### src/fsk_raised_cosine_bit_shaper_macros.svh
// Assertion helpers, all sampled on clk and disabled during rst.
`ifndef FSK_RAISED_COSINE_BIT_SHAPER_MACROS_SVH
`define FSK_RAISED_COSINE_BIT_SHAPER_MACROS_SVH

// Same-cycle implication.
`define FSKRC_ASSERT_IMPL(label, ante, cons, msg) \
  label: assert property (@(posedge clk) disable iff (rst) (ante) |-> (cons)) else $error(msg);

// Next-cycle implication.
`define FSKRC_ASSERT_NEXT(label, ante, cons, msg) \
  label: assert property (@(posedge clk) disable iff (rst) (ante) |=> (cons)) else $error(msg);

`endif

### src/fskrc_pkg.sv
package fskrc_pkg;

  localparam int PHASE_W = 24;
  localparam int STEP_W  = 25;
  localparam int AMP_W   = 15;
  localparam int MAG_W   = 16;
  localparam int REG_IDX_W = 2;

  // register indexes
  localparam logic [REG_IDX_W-1:0] REG_PHASE_STEP = 2'd0;
  localparam logic [REG_IDX_W-1:0] REG_AMPLITUDE  = 2'd1;
  localparam logic [REG_IDX_W-1:0] REG_INVERT     = 2'd2;

  localparam logic [STEP_W-1:0] PHASE_STEP_RST = 25'd2796203;
  localparam logic [AMP_W-1:0]  AMPLITUDE_RST  = 15'd32767;
  localparam logic [STEP_W-1:0] PHASE_ONE_TURN = 25'h1000000;

  // Q30 constants for the cosine table
  localparam logic [63:0] PI_Q30  = 64'd3373259426;
  localparam logic [63:0] ONE_Q30 = 64'd1073741824;

  typedef struct packed {
    logic [STEP_W-1:0] phase_step;
    logic [AMP_W-1:0]  amplitude;
    logic              invert;
  } cfg_t;

  typedef struct packed {
    logic load;     // latch a new bit, restart sample count
    logic step;     // produce one sample, advance phase
    logic advance;  // move the sample pipeline
  } cmd_t;

  typedef struct packed {
    logic done;     // current sample closes the bit period
  } status_t;

endpackage

### src/fsk_raised_cosine_bit_shaper.sv
// Pipeline: after a bit's s_ transaction, its samples pass the S1, S2, S3 and output
//   registers before m_tvalid rises for the first of them.
// Throughput: one sample per cycle with m_tready high; a bit of n samples (1..64)
//   holds s_tready low until its last sample is stepped, as the single phase accumulator
//   serves one bit at a time and only IDLE takes the next transaction.
// Reset: synchronous rst clears phase, previous bit (low), pipeline valids and
//   restores phase_step, amplitude and invert to their defaults.
`include "fsk_raised_cosine_bit_shaper_macros.svh"

module fsk_raised_cosine_bit_shaper #(
  parameter int RAMP_ENTRIES        = 256,
  parameter int MAX_SAMPLES_PER_BIT = 64,
  parameter int SAMPLE_BITS         = 16
) (
  input  logic                                   clk,
  input  logic                                   rst,
  // input stream
  input  logic                                   s_tvalid,
  output logic                                   s_tready,
  input  logic [7:0]                             s_tdata,   // [0] bit_value
  // output stream
  output logic                                   m_tvalid,
  input  logic                                   m_tready,
  output logic [((SAMPLE_BITS+7)/8)*8-1:0]       m_tdata,   // [SAMPLE_BITS-1:0] sample
  output logic                                   m_tlast,   // last sample of the bit
  // configuration write port
  input  logic                                   cfg_we,
  input  logic [fskrc_pkg::REG_IDX_W-1:0]        cfg_addr,
  input  logic [fskrc_pkg::STEP_W-1:0]           cfg_wdata
);

  localparam int OutW = ((SAMPLE_BITS + 7) / 8) * 8;
  localparam logic [SAMPLE_BITS-1:0] MinNeg = SAMPLE_BITS'(1) << (SAMPLE_BITS - 1);

  fskrc_pkg::cfg_t    cfg;
  fskrc_pkg::cmd_t    cmd;
  fskrc_pkg::status_t sts;
  logic [SAMPLE_BITS-1:0] sample;

  fskrc_regs u_regs (
    .clk       (clk),
    .rst       (rst),
    .cfg_we    (cfg_we),
    .cfg_addr  (cfg_addr),
    .cfg_wdata (cfg_wdata),
    .cfg       (cfg)
  );

  // Controller: IDLE takes one bit, RUN emits one sample per advancing cycle
  // until the phase wraps or the sample cap is hit. Four valid bits track the
  // sample pipeline; the whole pipeline stalls on backpressure.
  fskrc_ctrl u_ctrl (
    .clk      (clk),
    .rst      (rst),
    .s_tvalid (s_tvalid),
    .s_tready (s_tready),
    .m_tvalid (m_tvalid),
    .m_tready (m_tready),
    .sts      (sts),
    .cmd      (cmd)
  );

  // Datapath: phase accumulator -> ramp lookup -> amplitude multiply -> sign.
  fskrc_dp #(
    .RAMP_ENTRIES        (RAMP_ENTRIES),
    .MAX_SAMPLES_PER_BIT (MAX_SAMPLES_PER_BIT),
    .SAMPLE_BITS         (SAMPLE_BITS)
  ) u_dp (
    .clk    (clk),
    .rst    (rst),
    .cfg    (cfg),
    .cmd    (cmd),
    .sts    (sts),
    .in_bit (s_tdata[0]),
    .sample (sample),
    .last   (m_tlast)
  );

  assign m_tdata = OutW'(sample);

  `FSKRC_ASSERT_IMPL(a_no_step_when_idle, cmd.step, !s_tready, "sample generated while idle")
  `FSKRC_ASSERT_NEXT(a_done_to_idle, cmd.step && sts.done, s_tready, "bit end did not free input")
  `FSKRC_ASSERT_NEXT(a_load_to_run, cmd.load, !s_tready, "accepted bit did not start")
  `FSKRC_ASSERT_IMPL(a_sample_range, m_tvalid, sample != MinNeg, "sample out of range")

endmodule

### src/fskrc_regs.sv
module fskrc_regs (
  input  logic                                 clk,
  input  logic                                 rst,
  input  logic                                 cfg_we,
  input  logic [fskrc_pkg::REG_IDX_W-1:0]      cfg_addr,
  input  logic [fskrc_pkg::STEP_W-1:0]         cfg_wdata,
  output fskrc_pkg::cfg_t                      cfg
);

  always_ff @(posedge clk) begin
    if (rst) begin
      cfg.phase_step <= fskrc_pkg::PHASE_STEP_RST;
      cfg.amplitude  <= fskrc_pkg::AMPLITUDE_RST;
      cfg.invert     <= 1'b0;
    end else if (cfg_we) begin
      unique case (cfg_addr)
        fskrc_pkg::REG_PHASE_STEP: cfg.phase_step <= cfg_wdata;
        fskrc_pkg::REG_AMPLITUDE:  cfg.amplitude  <= cfg_wdata[fskrc_pkg::AMP_W-1:0];
        fskrc_pkg::REG_INVERT:     cfg.invert     <= cfg_wdata[0];
        default: ;  // unmapped index, dropped
      endcase
    end
  end

endmodule

### src/fskrc_ctrl.sv
module fskrc_ctrl (
  input  logic                clk,
  input  logic                rst,
  input  logic                s_tvalid,
  output logic                s_tready,
  output logic                m_tvalid,
  input  logic                m_tready,
  input  fskrc_pkg::status_t  sts,
  output fskrc_pkg::cmd_t     cmd
);

  localparam logic ST_IDLE = 1'b0;
  localparam logic ST_RUN  = 1'b1;

  logic       state;
  logic       state_next;
  logic [3:0] vld;   // S1, S2, S3, output register

  assign s_tready    = (state == ST_IDLE);
  assign m_tvalid    = vld[3];
  assign cmd.load    = s_tvalid && s_tready;
  assign cmd.advance = !vld[3] || m_tready;
  assign cmd.step    = (state == ST_RUN) && cmd.advance;

  always_comb begin
    state_next = state;
    unique case (state)
      ST_IDLE: if (cmd.load) state_next = ST_RUN;
      ST_RUN:  if (cmd.step && sts.done) state_next = ST_IDLE;
      default: state_next = ST_IDLE;
    endcase
  end

  always_ff @(posedge clk) begin
    if (rst) begin
      state <= ST_IDLE;
      vld   <= '0;
    end else begin
      state <= state_next;
      if (cmd.advance) vld <= {vld[2:0], cmd.step};
    end
  end

endmodule

### src/fskrc_dp.sv
module fskrc_dp #(
  parameter int RAMP_ENTRIES        = 256,
  parameter int MAX_SAMPLES_PER_BIT = 64,
  parameter int SAMPLE_BITS         = 16
) (
  input  logic                   clk,
  input  logic                   rst,
  input  fskrc_pkg::cfg_t        cfg,
  input  fskrc_pkg::cmd_t        cmd,
  output fskrc_pkg::status_t     sts,
  input  logic                   in_bit,
  output logic [SAMPLE_BITS-1:0] sample,
  output logic                   last
);

  localparam int IdxW    = $clog2(RAMP_ENTRIES);
  localparam int Quarter = RAMP_ENTRIES / 4;
  localparam int Half    = RAMP_ENTRIES / 2;
  localparam int ThreeQ  = 3 * Quarter;
  localparam int QAddrW  = $clog2(Quarter + 1);
  localparam int CntW    = $clog2(MAX_SAMPLES_PER_BIT);
  localparam int ProdW   = fskrc_pkg::PHASE_W + IdxW + 1;
  localparam logic [31:0] AMaxV = 32'((1 << (SAMPLE_BITS - 1)) - 1);

  typedef logic [fskrc_pkg::MAG_W-1:0] qtab_t [Quarter+1];

  // cos(pi*t/(R/2)) in Q15 via 9-term Taylor series in Q30
  function automatic logic [fskrc_pkg::MAG_W-1:0] quarter_cos(input int t);
    logic [63:0]        x;
    logic [63:0]        x2;
    logic [63:0]        term;
    logic signed [63:0] acc;
    x    = (fskrc_pkg::PI_Q30 * 64'(t) * 64'd2) / 64'(RAMP_ENTRIES);
    x2   = (x * x) >> 30;
    term = fskrc_pkg::ONE_Q30;
    acc  = $signed(fskrc_pkg::ONE_Q30);
    term = ((term * x2) >> 30) / 64'd2;   acc = acc - $signed(term);
    term = ((term * x2) >> 30) / 64'd12;  acc = acc + $signed(term);
    term = ((term * x2) >> 30) / 64'd30;  acc = acc - $signed(term);
    term = ((term * x2) >> 30) / 64'd56;  acc = acc + $signed(term);
    term = ((term * x2) >> 30) / 64'd90;  acc = acc - $signed(term);
    term = ((term * x2) >> 30) / 64'd132; acc = acc + $signed(term);
    term = ((term * x2) >> 30) / 64'd182; acc = acc - $signed(term);
    term = ((term * x2) >> 30) / 64'd240; acc = acc + $signed(term);
    if (acc < 0) acc = '0;
    acc = (acc + 64'sd16384) >>> 15;
    if (acc > 64'sd32768) acc = 64'sd32768;
    return acc[fskrc_pkg::MAG_W-1:0];
  endfunction

  function automatic qtab_t build_qtab();
    qtab_t tab;
    for (int t = 0; t <= Quarter; t++) tab[t] = quarter_cos(t);
    return tab;
  endfunction

  localparam qtab_t QTab = build_qtab();

  // sample generator state
  logic [fskrc_pkg::PHASE_W-1:0] phase_acc;
  logic                          level;
  logic                          bit_reg;
  logic [CntW-1:0]               cnt;

  logic [fskrc_pkg::STEP_W-1:0]  step_eff;
  logic [fskrc_pkg::STEP_W-1:0]  sum;
  logic [ProdW-1:0]              idx_prod;
  logic                          ramp;

  // pipeline registers
  logic [IdxW-1:0]               s1_idx;
  logic                          s1_ramp;
  logic                          s1_neg;
  logic                          s1_last;
  logic [fskrc_pkg::MAG_W-1:0]   s2_mag;
  logic                          s2_neg;
  logic                          s2_last;
  logic [fskrc_pkg::AMP_W-1:0]   s3_scaled;
  logic                          s3_neg;
  logic                          s3_last;

  logic [IdxW-1:0]               t_off;
  logic [IdxW-1:0]               qaddr;
  logic [fskrc_pkg::MAG_W-1:0]   s1_mag;
  logic                          s1_flip;
  logic [fskrc_pkg::AMP_W-1:0]   amp_sat;
  logic [31:0]                   scale_prod;
  logic signed [SAMPLE_BITS-1:0] s3_val;

  // stage 0: phase step and ROM index
  assign step_eff = cfg.phase_step[fskrc_pkg::STEP_W-1] ? fskrc_pkg::PHASE_ONE_TURN
                                                         : cfg.phase_step;
  assign sum      = {1'b0, phase_acc} + step_eff;
  assign sts.done = sum[fskrc_pkg::STEP_W-1] || (cnt == CntW'(MAX_SAMPLES_PER_BIT - 1));
  assign idx_prod = ProdW'(phase_acc) * ProdW'(RAMP_ENTRIES);
  assign ramp     = (bit_reg != level);

  always_ff @(posedge clk) begin
    if (rst) begin
      phase_acc <= '0;
      level     <= 1'b0;
      cnt       <= '0;
    end else if (cmd.load) begin
      cnt <= '0;
    end else if (cmd.step) begin
      phase_acc <= sum[fskrc_pkg::PHASE_W-1:0];
      cnt       <= cnt + 1'b1;
      if (sts.done) level <= bit_reg;
    end
  end

  always_ff @(posedge clk) begin
    if (cmd.load) bit_reg <= in_bit;
  end

  // stage 1: ramp table lookup with quarter-wave symmetry
  always_comb begin
    t_off   = s1_idx - IdxW'(Quarter);
    qaddr   = t_off;
    s1_mag  = 16'h8000;
    s1_flip = 1'b0;
    if (s1_ramp) begin
      if (s1_idx < IdxW'(Quarter)) begin
        s1_flip = 1'b0;
      end else if (s1_idx >= IdxW'(ThreeQ)) begin
        s1_flip = 1'b1;
      end else begin
        if (t_off <= IdxW'(Quarter)) begin
          qaddr = t_off;
        end else begin
          qaddr   = IdxW'(Half) - t_off;
          s1_flip = 1'b1;
        end
        s1_mag = QTab[qaddr[QAddrW-1:0]];
      end
    end
  end

  // stage 2: amplitude scaling, rounded
  assign amp_sat    = (32'(cfg.amplitude) > AMaxV) ? AMaxV[fskrc_pkg::AMP_W-1:0]
                                                   : cfg.amplitude;
  assign scale_prod = 32'(s2_mag) * 32'(amp_sat) + 32'd16384;

  // stage 3: sign
  assign s3_val = s3_neg ? -$signed(SAMPLE_BITS'(s3_scaled)) : $signed(SAMPLE_BITS'(s3_scaled));

  always_ff @(posedge clk) begin
    if (cmd.advance) begin
      s1_idx    <= idx_prod[fskrc_pkg::PHASE_W +: IdxW];
      s1_ramp   <= ramp;
      s1_neg    <= ramp ? bit_reg : !bit_reg;
      s1_last   <= sts.done;
      s2_mag    <= s1_mag;
      s2_neg    <= s1_neg ^ s1_flip;
      s2_last   <= s1_last;
      s3_scaled <= scale_prod[15 +: fskrc_pkg::AMP_W];
      s3_neg    <= s2_neg ^ cfg.invert;
      s3_last   <= s2_last;
      sample    <= s3_val;
      last      <= s3_last;
    end
  end

endmodule
### config.mk
export PLATFORM = sky130hd
export DESIGN_NAME = fsk_raised_cosine_bit_shaper
export DESIGN_NICKNAME = d
export VERILOG_FILES = /design/src/fskrc_pkg.sv /design/src/fsk_raised_cosine_bit_shaper.sv /design/src/fskrc_regs.sv /design/src/fskrc_ctrl.sv /design/src/fskrc_dp.sv
export VERILOG_INCLUDE_DIRS = /design/src /design/src/src
export SDC_FILE = /design/constraint.sdc
export NUM_CORES = 1
export LEC_CHECK = 0
export BUFFER_PORTS_ARGS = -buffer_cell sky130_fd_sc_hd__buf_4
export CORE_UTILIZATION = 55
export DETAILED_ROUTE_END_ITERATION = 8
export GPL_TIMING_DRIVEN = 0
export HOLD_SLACK_MARGIN = 0.06
export PLACE_DENSITY_LB_ADDON = 0.1
export REMOVE_ABC_BUFFERS = 1
export SKIP_LAST_GASP = 1
export SLEW_MARGIN = 20
export SYNTH_ARGS = -nofsm -noshare
export SYNTH_HDL_FRONTEND = slang
export SYNTH_SLANG_ARGS = --single-unit
### constraint.sdc
create_clock -name clk -period 5.65 [get_ports clk]
set_clock_uncertainty 0.15 [all_clocks]
set_input_delay 0 -clock clk [delete_from_list [all_inputs] [get_ports clk]]
set_output_delay 0 -clock clk [all_outputs]
set_load 0.02 [all_outputs]
# Word level (Yosys, flattened, before mapping)

Memories as Yosys holds them, arrays and structs flattened. A register that Yosys moved wholly into a read port is not among the register bits.
Index checks and enable logic that the tools add are counted.

$add $sub $neg: 6
Multipliers: 1
Magnitude comparators: 3
Equality and inequality tests: 4
Muxes and demuxes: 14
Bitwise operators: 6
Reductions and logical operators: 15

Operators by type and width:

| operator                 | count |
|---|---|
| $add A30 B15 Y30 const B | 1 |
| $mul A16 B15 Y30         | 1 |
| $mux W7                  | 4 |
| $add A24 B25 Y25         | 1 |
| $mux W25                 | 1 |
| $neg A15 Y16             | 1 |
| $mux W15                 | 1 |
| $ge A8 B8 Y1 const B     | 1 |
| $le A8 B7 Y1 const B     | 1 |
| $lt A8 B7 Y1 const B     | 1 |
| $not A7 Y8               | 1 |
| $reduce_and A2 Y1        | 4 |
| $sub A8 B7 Y8 const B    | 1 |
| $mux W1                  | 7 |
| $sub A1 B7 Y7 const A    | 1 |
| $add A6 B1 Y6 const B    | 1 |
| $eq A6 B6 Y1 const B     | 1 |
| $logic_and A1 B1 Y1      | 3 |
| $not A1 Y1               | 3 |
| $reduce_and A3 Y1        | 1 |
| $reduce_or A3 Y1         | 1 |
| $eq A2 B1 Y1 const B     | 1 |
| $eq A2 B2 Y1 const B     | 1 |
| $logic_not A1 Y1         | 2 |
| 6 further kinds          | 8 |

Register bits: 125
ROM bits: 2048
Output and inout port bits: 19
Word-level logic and storage cells: 71
Memories kept: 1

Memory list:

| memory          | words | width | rd ports | clocked after memory_dff | wr ports | RTL line        | RTL |
|---|---|---|---|---|---|---|---|
| (no name shown) | 128   | 16    | 1        | 1                        | 0        | fskrc_dp.sv:134 | `s1_mag = QTab[qaddr[QAddrW-1:0]];` |

# Logic depth before layout (Yosys ltp)

Depth after elaboration: 7
Depth in mapped cells: 23

# Modules after synthesis

A second synthesis with hierarchy kept.

Cell total of the unflattened synthesis: 1782
Area, all modules: 15822.7 um2

Modules (own cells, without submodules):

| module     | instances | cells an instance | area each (um2) |
|---|---|---|---|
| fskrc_dp   | 1         | 1589              | 13882.1 |
| fskrc_regs | 1         | 172               | 1726.7 |
| fskrc_ctrl | 1         | 21                | 214.0 |

# Worst setup path after synthesis

OpenSTA, ideal clock, no wires.

Path kind: reg-to-reg
From: reg u_regs.cfg[8] (netlist name)
To: reg u_dp.s3_scaled[9] in the netlist's numbering, data pin
Setup time: 0.259 ns
Data arrival time: 5.848 ns
Data required time: 5.241 ns
Path slack: -0.606 ns
Stages on the path, launching flop included: 24
Cells stage by stage: dfxtp_1 > clkbuf_1 > clkbuf_1 > nand2_1 > fa_1 > inv_1 > fa_1 > inv_1 > fa_1 > inv_1 > fa_1 > fa_1 > inv_1 > fa_1 > inv_1 > ha_1 > a21oi_1 > o21bai_1 > o31ai_1 > a21o_1 > o21ai_0 > a221o_1 > a21oi_1 > xnor2_1

Cells in the longest elaborated chain, start to end: 2

Ends and longest elaborated chain:

| item                    | RTL line        | RTL |
|---|---|---|
| $mul A16 B15 Y30        | fskrc_dp.sv:142 | `assign scale_prod = 32'(s2_mag) * 32'(amp_sat) + 32'd16384;` |
| $add A30 B15 Y30        | fskrc_dp.sv:142 |  |
| via u_dp.scale_prod[24] | fskrc_dp.sv:87  | `logic [31:0] scale_prod;` |
| to (signal assigned)    | fskrc_dp.sv:156 | `s3_scaled <= scale_prod[15 +: fskrc_pkg::AMP_W];` |
| to (decl)               | fskrc_dp.sv:78  | `logic [fskrc_pkg::AMP_W-1:0] s3_scaled;` |

The timed path passes the listed nets, and every way through them passes these cells.
A chain may end at the register's enable or synchronous reset.

# Worst setup path in the final report

From: reg u_dp.s2_mag[11] in the netlist's numbering
To: reg u_dp.s3_scaled[9] in the netlist's numbering, data pin

Cells in the longest elaborated chain, start to end: 2

Ends and longest elaborated chain:

| item                    | RTL line        | RTL |
|---|---|---|
| from (decl)             | fskrc_dp.sv:75  | `logic [fskrc_pkg::MAG_W-1:0] s2_mag;` |
| $mul A16 B15 Y30        | fskrc_dp.sv:142 |  |
| $add A30 B15 Y30        | fskrc_dp.sv:142 |  |
| via u_dp.scale_prod[24] | fskrc_dp.sv:87  |  |

The timed path passes the listed nets, and every way through them passes these cells.

==> run summary <==
====================================================================================
Status                                                                  finished with violations
Violations in the final reports                                         negative setup slack
Max capacitance violation total                                                    0
Switching Share                                                               46.50%
Highest net fanout along the worst path                                            4
Width of the die                                                            170.8 um
Register cell area after layout                                             3507 um2
Cell internal pwr                                                            5333 uW
Final slew viol count                                                              0
Overall routing resource usage                                                28.18%
Share of power burned in registers                                             16.4%
Final #Nets                                                                    2,228
Antenna violations before repair                                                   0
Number of detailed-routing iterations run before antenna repair                    6
Remaining number of nets flagged by the antenna check after routing                0
Flip-flop cell with the highest count after synthesis                        dfxtp_1
Overflow left after global routing                                                 0
CTS tree                                                                        done
Clk network pwr share                                                          11.0%
Sequential area share after synthesis                                         22.11%
Mapped Avg Cell Area                                                       8.758 um2
Maximum cell stage delay along the critical path                             0.52 ns
Cell types with the largest area share after synthesis                  fa_1 23%, edfxtp_1 12%, ha_1 11%, dfxtp_1 9.8%, nand2_1 7.0%
Die outline height                                                          170.8 um
Number of failing hold endpoints at the final stage                                0
Layout Area Growth over Synthesis                                             16.99%
Peak supply drop                                                           0.5681 mV
I/O Pins                                                                          59
Yosys warnings                                                                     0
Registers with the most flip-flops                                      u_regs.cfg: 41 flops, u_dp.phase_acc: 24 flops
Total number of vias                                                          12,988
First DRT Iteration DRCs                                                       1,013
Cell type with the highest occurrence count on the critical path                fa_1
Ordered cell list for the critical path                                 and2_4 > fa_1 > inv_1 > fa_1 > inv_1 > fa_1 > fa_1 > fa_1 > inv_1 > fa_1 > inv_2 > ha_4 > a221oi_2 > o21ai_2 > nor3_2 > a21o_4 > buf_6 > o21ai_4 > a221o_1 > a21oi_2 > xnor2_1
Total wirelength of the detailed-routed design                              40.29 mm
Number of rows in the core area                                                   61
Type of element launching the critical path                                 register
Worst path slowest cell                                                         fa_1
Most frequent cell after synthesis                                           nand2_1
Setup repair after global routing missed its margin                             true
Least setup slack across all paths after layout                           -0.3615 ns
Largest register FFs                                                              41
Arrival time at the worst endpoint                                           6.04 ns
Type of the most critical hold path                                        in -> reg
Number of cells on the critical path                                              21
Clock Sink Count                                                                 141
Number of I/O port buffers                                                        51
Synth cell types                                                                  84
Total die area                                                            29,170 um2
Post-route cell area                                                      18,330 um2
Delay-heaviest family, CP                                                adder cells
H-tree depth                                                                       4
Post-place setup slack                                                     -1.225 ns
Yosys reg bits                                                                   141
CTS max path bufs                                                                  2
Commonest cells in the netlist                                          292 x nand2_1, 214 x inv_1, 180 x fa_1
Combinational power share                                                      72.5%
Logic depth of the worst register-to-register path                                21
Slew at the pin with the worst max-slew slack                               1.051 ns
Synth async-reset ratio                                                           0%
Vias per std cell                                                              5.734
Final worst path period need                                                6.012 ns
Final RePlAce weighted congestion                                             0.9222
Top-area cell type share of the netlist area                                  23.00%
Area of the placeable core                                                27,930 um2
Critical Path Sink Type                                                     register
Fmax                                                                       166.3 MHz
Largest register by flop count                                            u_regs.cfg
Placement Cell Area                                                       16,300 um2
Wire length of the first global-routing pass                                64.65 mm
Proportion of layout cells with a drive suffix above 1                        14.52%
Avg WL per Cell                                                             17.79 um
Critical path type                                                        reg -> reg
Total area of multi-input combinational cells                             11,490 um2
TritonCTS Buffers                                                                 17
Clock slew at reported path FFs                                              0.07 ns
Clk Tree Root Cell                                                         clkbuf_16
Diodes inserted                                                                    0
Number of flops mapped to enable cells by yosys                                   64
Synthesized instance count                                                     1,789
Required time at the worst-slack endpoint                                    5.68 ns
Via count of the first global-routing pass                                    12,744
Initial core utilization                                                      56.09%
Final critical-path share of the clock period                                 106.4%
Most area-hungry cell type in the Yosys netlist                                 fa_1
Drc violations                                                                     0
Count of buffering cells on the critical path with inverters included              5
Total of endpoints with negative setup slack in the final report                  12
HPWL after DPL                                                              28.09 mm
Count of fill cells added during filler insertion                              2,307
Total standard cell area after synthesis                                  15,670 um2
Final sum of negative setup slack                                          -2.841 ns
Clock latency of the later-clocked register in the worst-skew pair           0.43 ns
Pin count of the biggest net entering global routing                              58
Relative max-transition margin                                                29.47%
P_sw                                                                         4636 uW
Cells on Worst Hold Path                                                           2
P per Cell Area                                                         543.9 nW/um2
Lkg Pwr                                                                  0.008361 uW
====================================================================================
==> power by group through the flow <==
stage	clock network, uW	registers, uW	logic, uW
floorplan	0	1720	4460
global placement	0	1710	5600
detailed placement	0	1720	5790
CTS	1110	1640	6560
global route	1160	1670	8110
finish	1100	1640	7230
==> stage by stage <==
stage               hold WS (ns)  utilization [%]  power (uW)  instances
finish                    0.1464            65.62        9969       2265
global placement         0.03093            57.74        7307       2121
detailed placement       0.04056            58.34        7510       2126
CTS                       0.1292            64.54        9318       2253
floorplan               -0.08093                -        6177       1692
global route              0.1377            65.62       10930       2265
==> repair_timing <==
| item | in CTS | in global routing |
|---|---|---|
| hold buffers | 42 | 0 |
| setup endpoints to repair | 15 | 17 |
| pin swaps | 52 | 39 |
| setup buffers | 53 | 13 |
| endpoints found under the hold margin | 77 | 0 |
| gates resized for setup | 95 | 41 |
==> final timing paths <==
check,startpoint,end,slack [ns]
worst min-delay path,s_tdata[0],u_dp.bit_reg,0.15
worst max-delay path,u_dp.s2_mag[11],u_dp.s3_scaled[9],-0.36
worst max register to register,u_dp.s2_mag[11],u_dp.s3_scaled[9],-0.36
worst min register to register,u_dp.s3_last,u_dp.last,0.27
==> cell type report <==
| class | count | share of cell area (%) |
|---|---|---|
| Sequential cell | 141 | 19.13 |
| Tap cell | 378 | 2.580 |
| Timing Repair Buffer | 163 | 7.952 |
| Multi-Input combinational cell | 1333 | 62.69 |
| Inverter | 218 | 4.478 |
| Clock inverter | 14 | 0.7713 |
| Clock buffer | 18 | 2.396 |
==> kinds of logic after synthesis <==
group	count (synthesis)	synth area share, %
AOI/OAI and AO/OA	309	12.95
xor gates and xnor gates	60	3.402
adders and majority gates	314	33.70
buffers and inverters	315	7.746
DFF	141	22.11
muxes	5	0.3993
and+or+nand+nor	645	19.69
==> metal layers <==
metal  vias to the layer above  wire, um  track usage, %
li1                       6090         -               -
met1                      6416     17730           37.46
met2                       422     19630           47.81
met3                        60      2166           4.071
met4                         0       766           7.873
met5                         -         0               0
==> cells in the final DEF (no fill, tap or decap), drive strengths merged, types with 5 or more instances in the layout <==
| cell | Yosys | final |
|---|---|---|
| a221o | 7 | 7 |
| a31oi | 19 | 19 |
| nor3b | 5 | 5 |
| inv | 216 | 224 |
| edfxtp | 64 | 64 |
| dlygate4sd3 | 0 | 42 |
| nand2b | 9 | 9 |
| o21a | 13 | 13 |
| xnor2 | 39 | 39 |
| and3 | 10 | 10 |
| fa | 180 | 180 |
| a21o | 15 | 15 |
| mux2i | 5 | 5 |
| o41ai | 5 | 5 |
| o211ai | 12 | 12 |
| clkbuf | 76 | 18 |
| and2 | 111 | 111 |
| nor2 | 78 | 78 |
| dfxtp | 77 | 77 |
| a22o | 5 | 5 |
| buf | 21 | 121 |
| nor3 | 27 | 27 |
| clkinv | 2 | 7 |
| o311ai | 10 | 10 |
| a21oi | 90 | 90 |
| ha | 134 | 134 |
| o31ai | 12 | 12 |
| o21ai | 72 | 72 |
| nand4 | 10 | 10 |
| nand2 | 292 | 292 |
| a211oi | 7 | 7 |
| or3 | 5 | 5 |
| xor2 | 21 | 21 |
| nor2b | 34 | 34 |
| nand3 | 45 | 45 |
(Power assumes the default switching activity.)
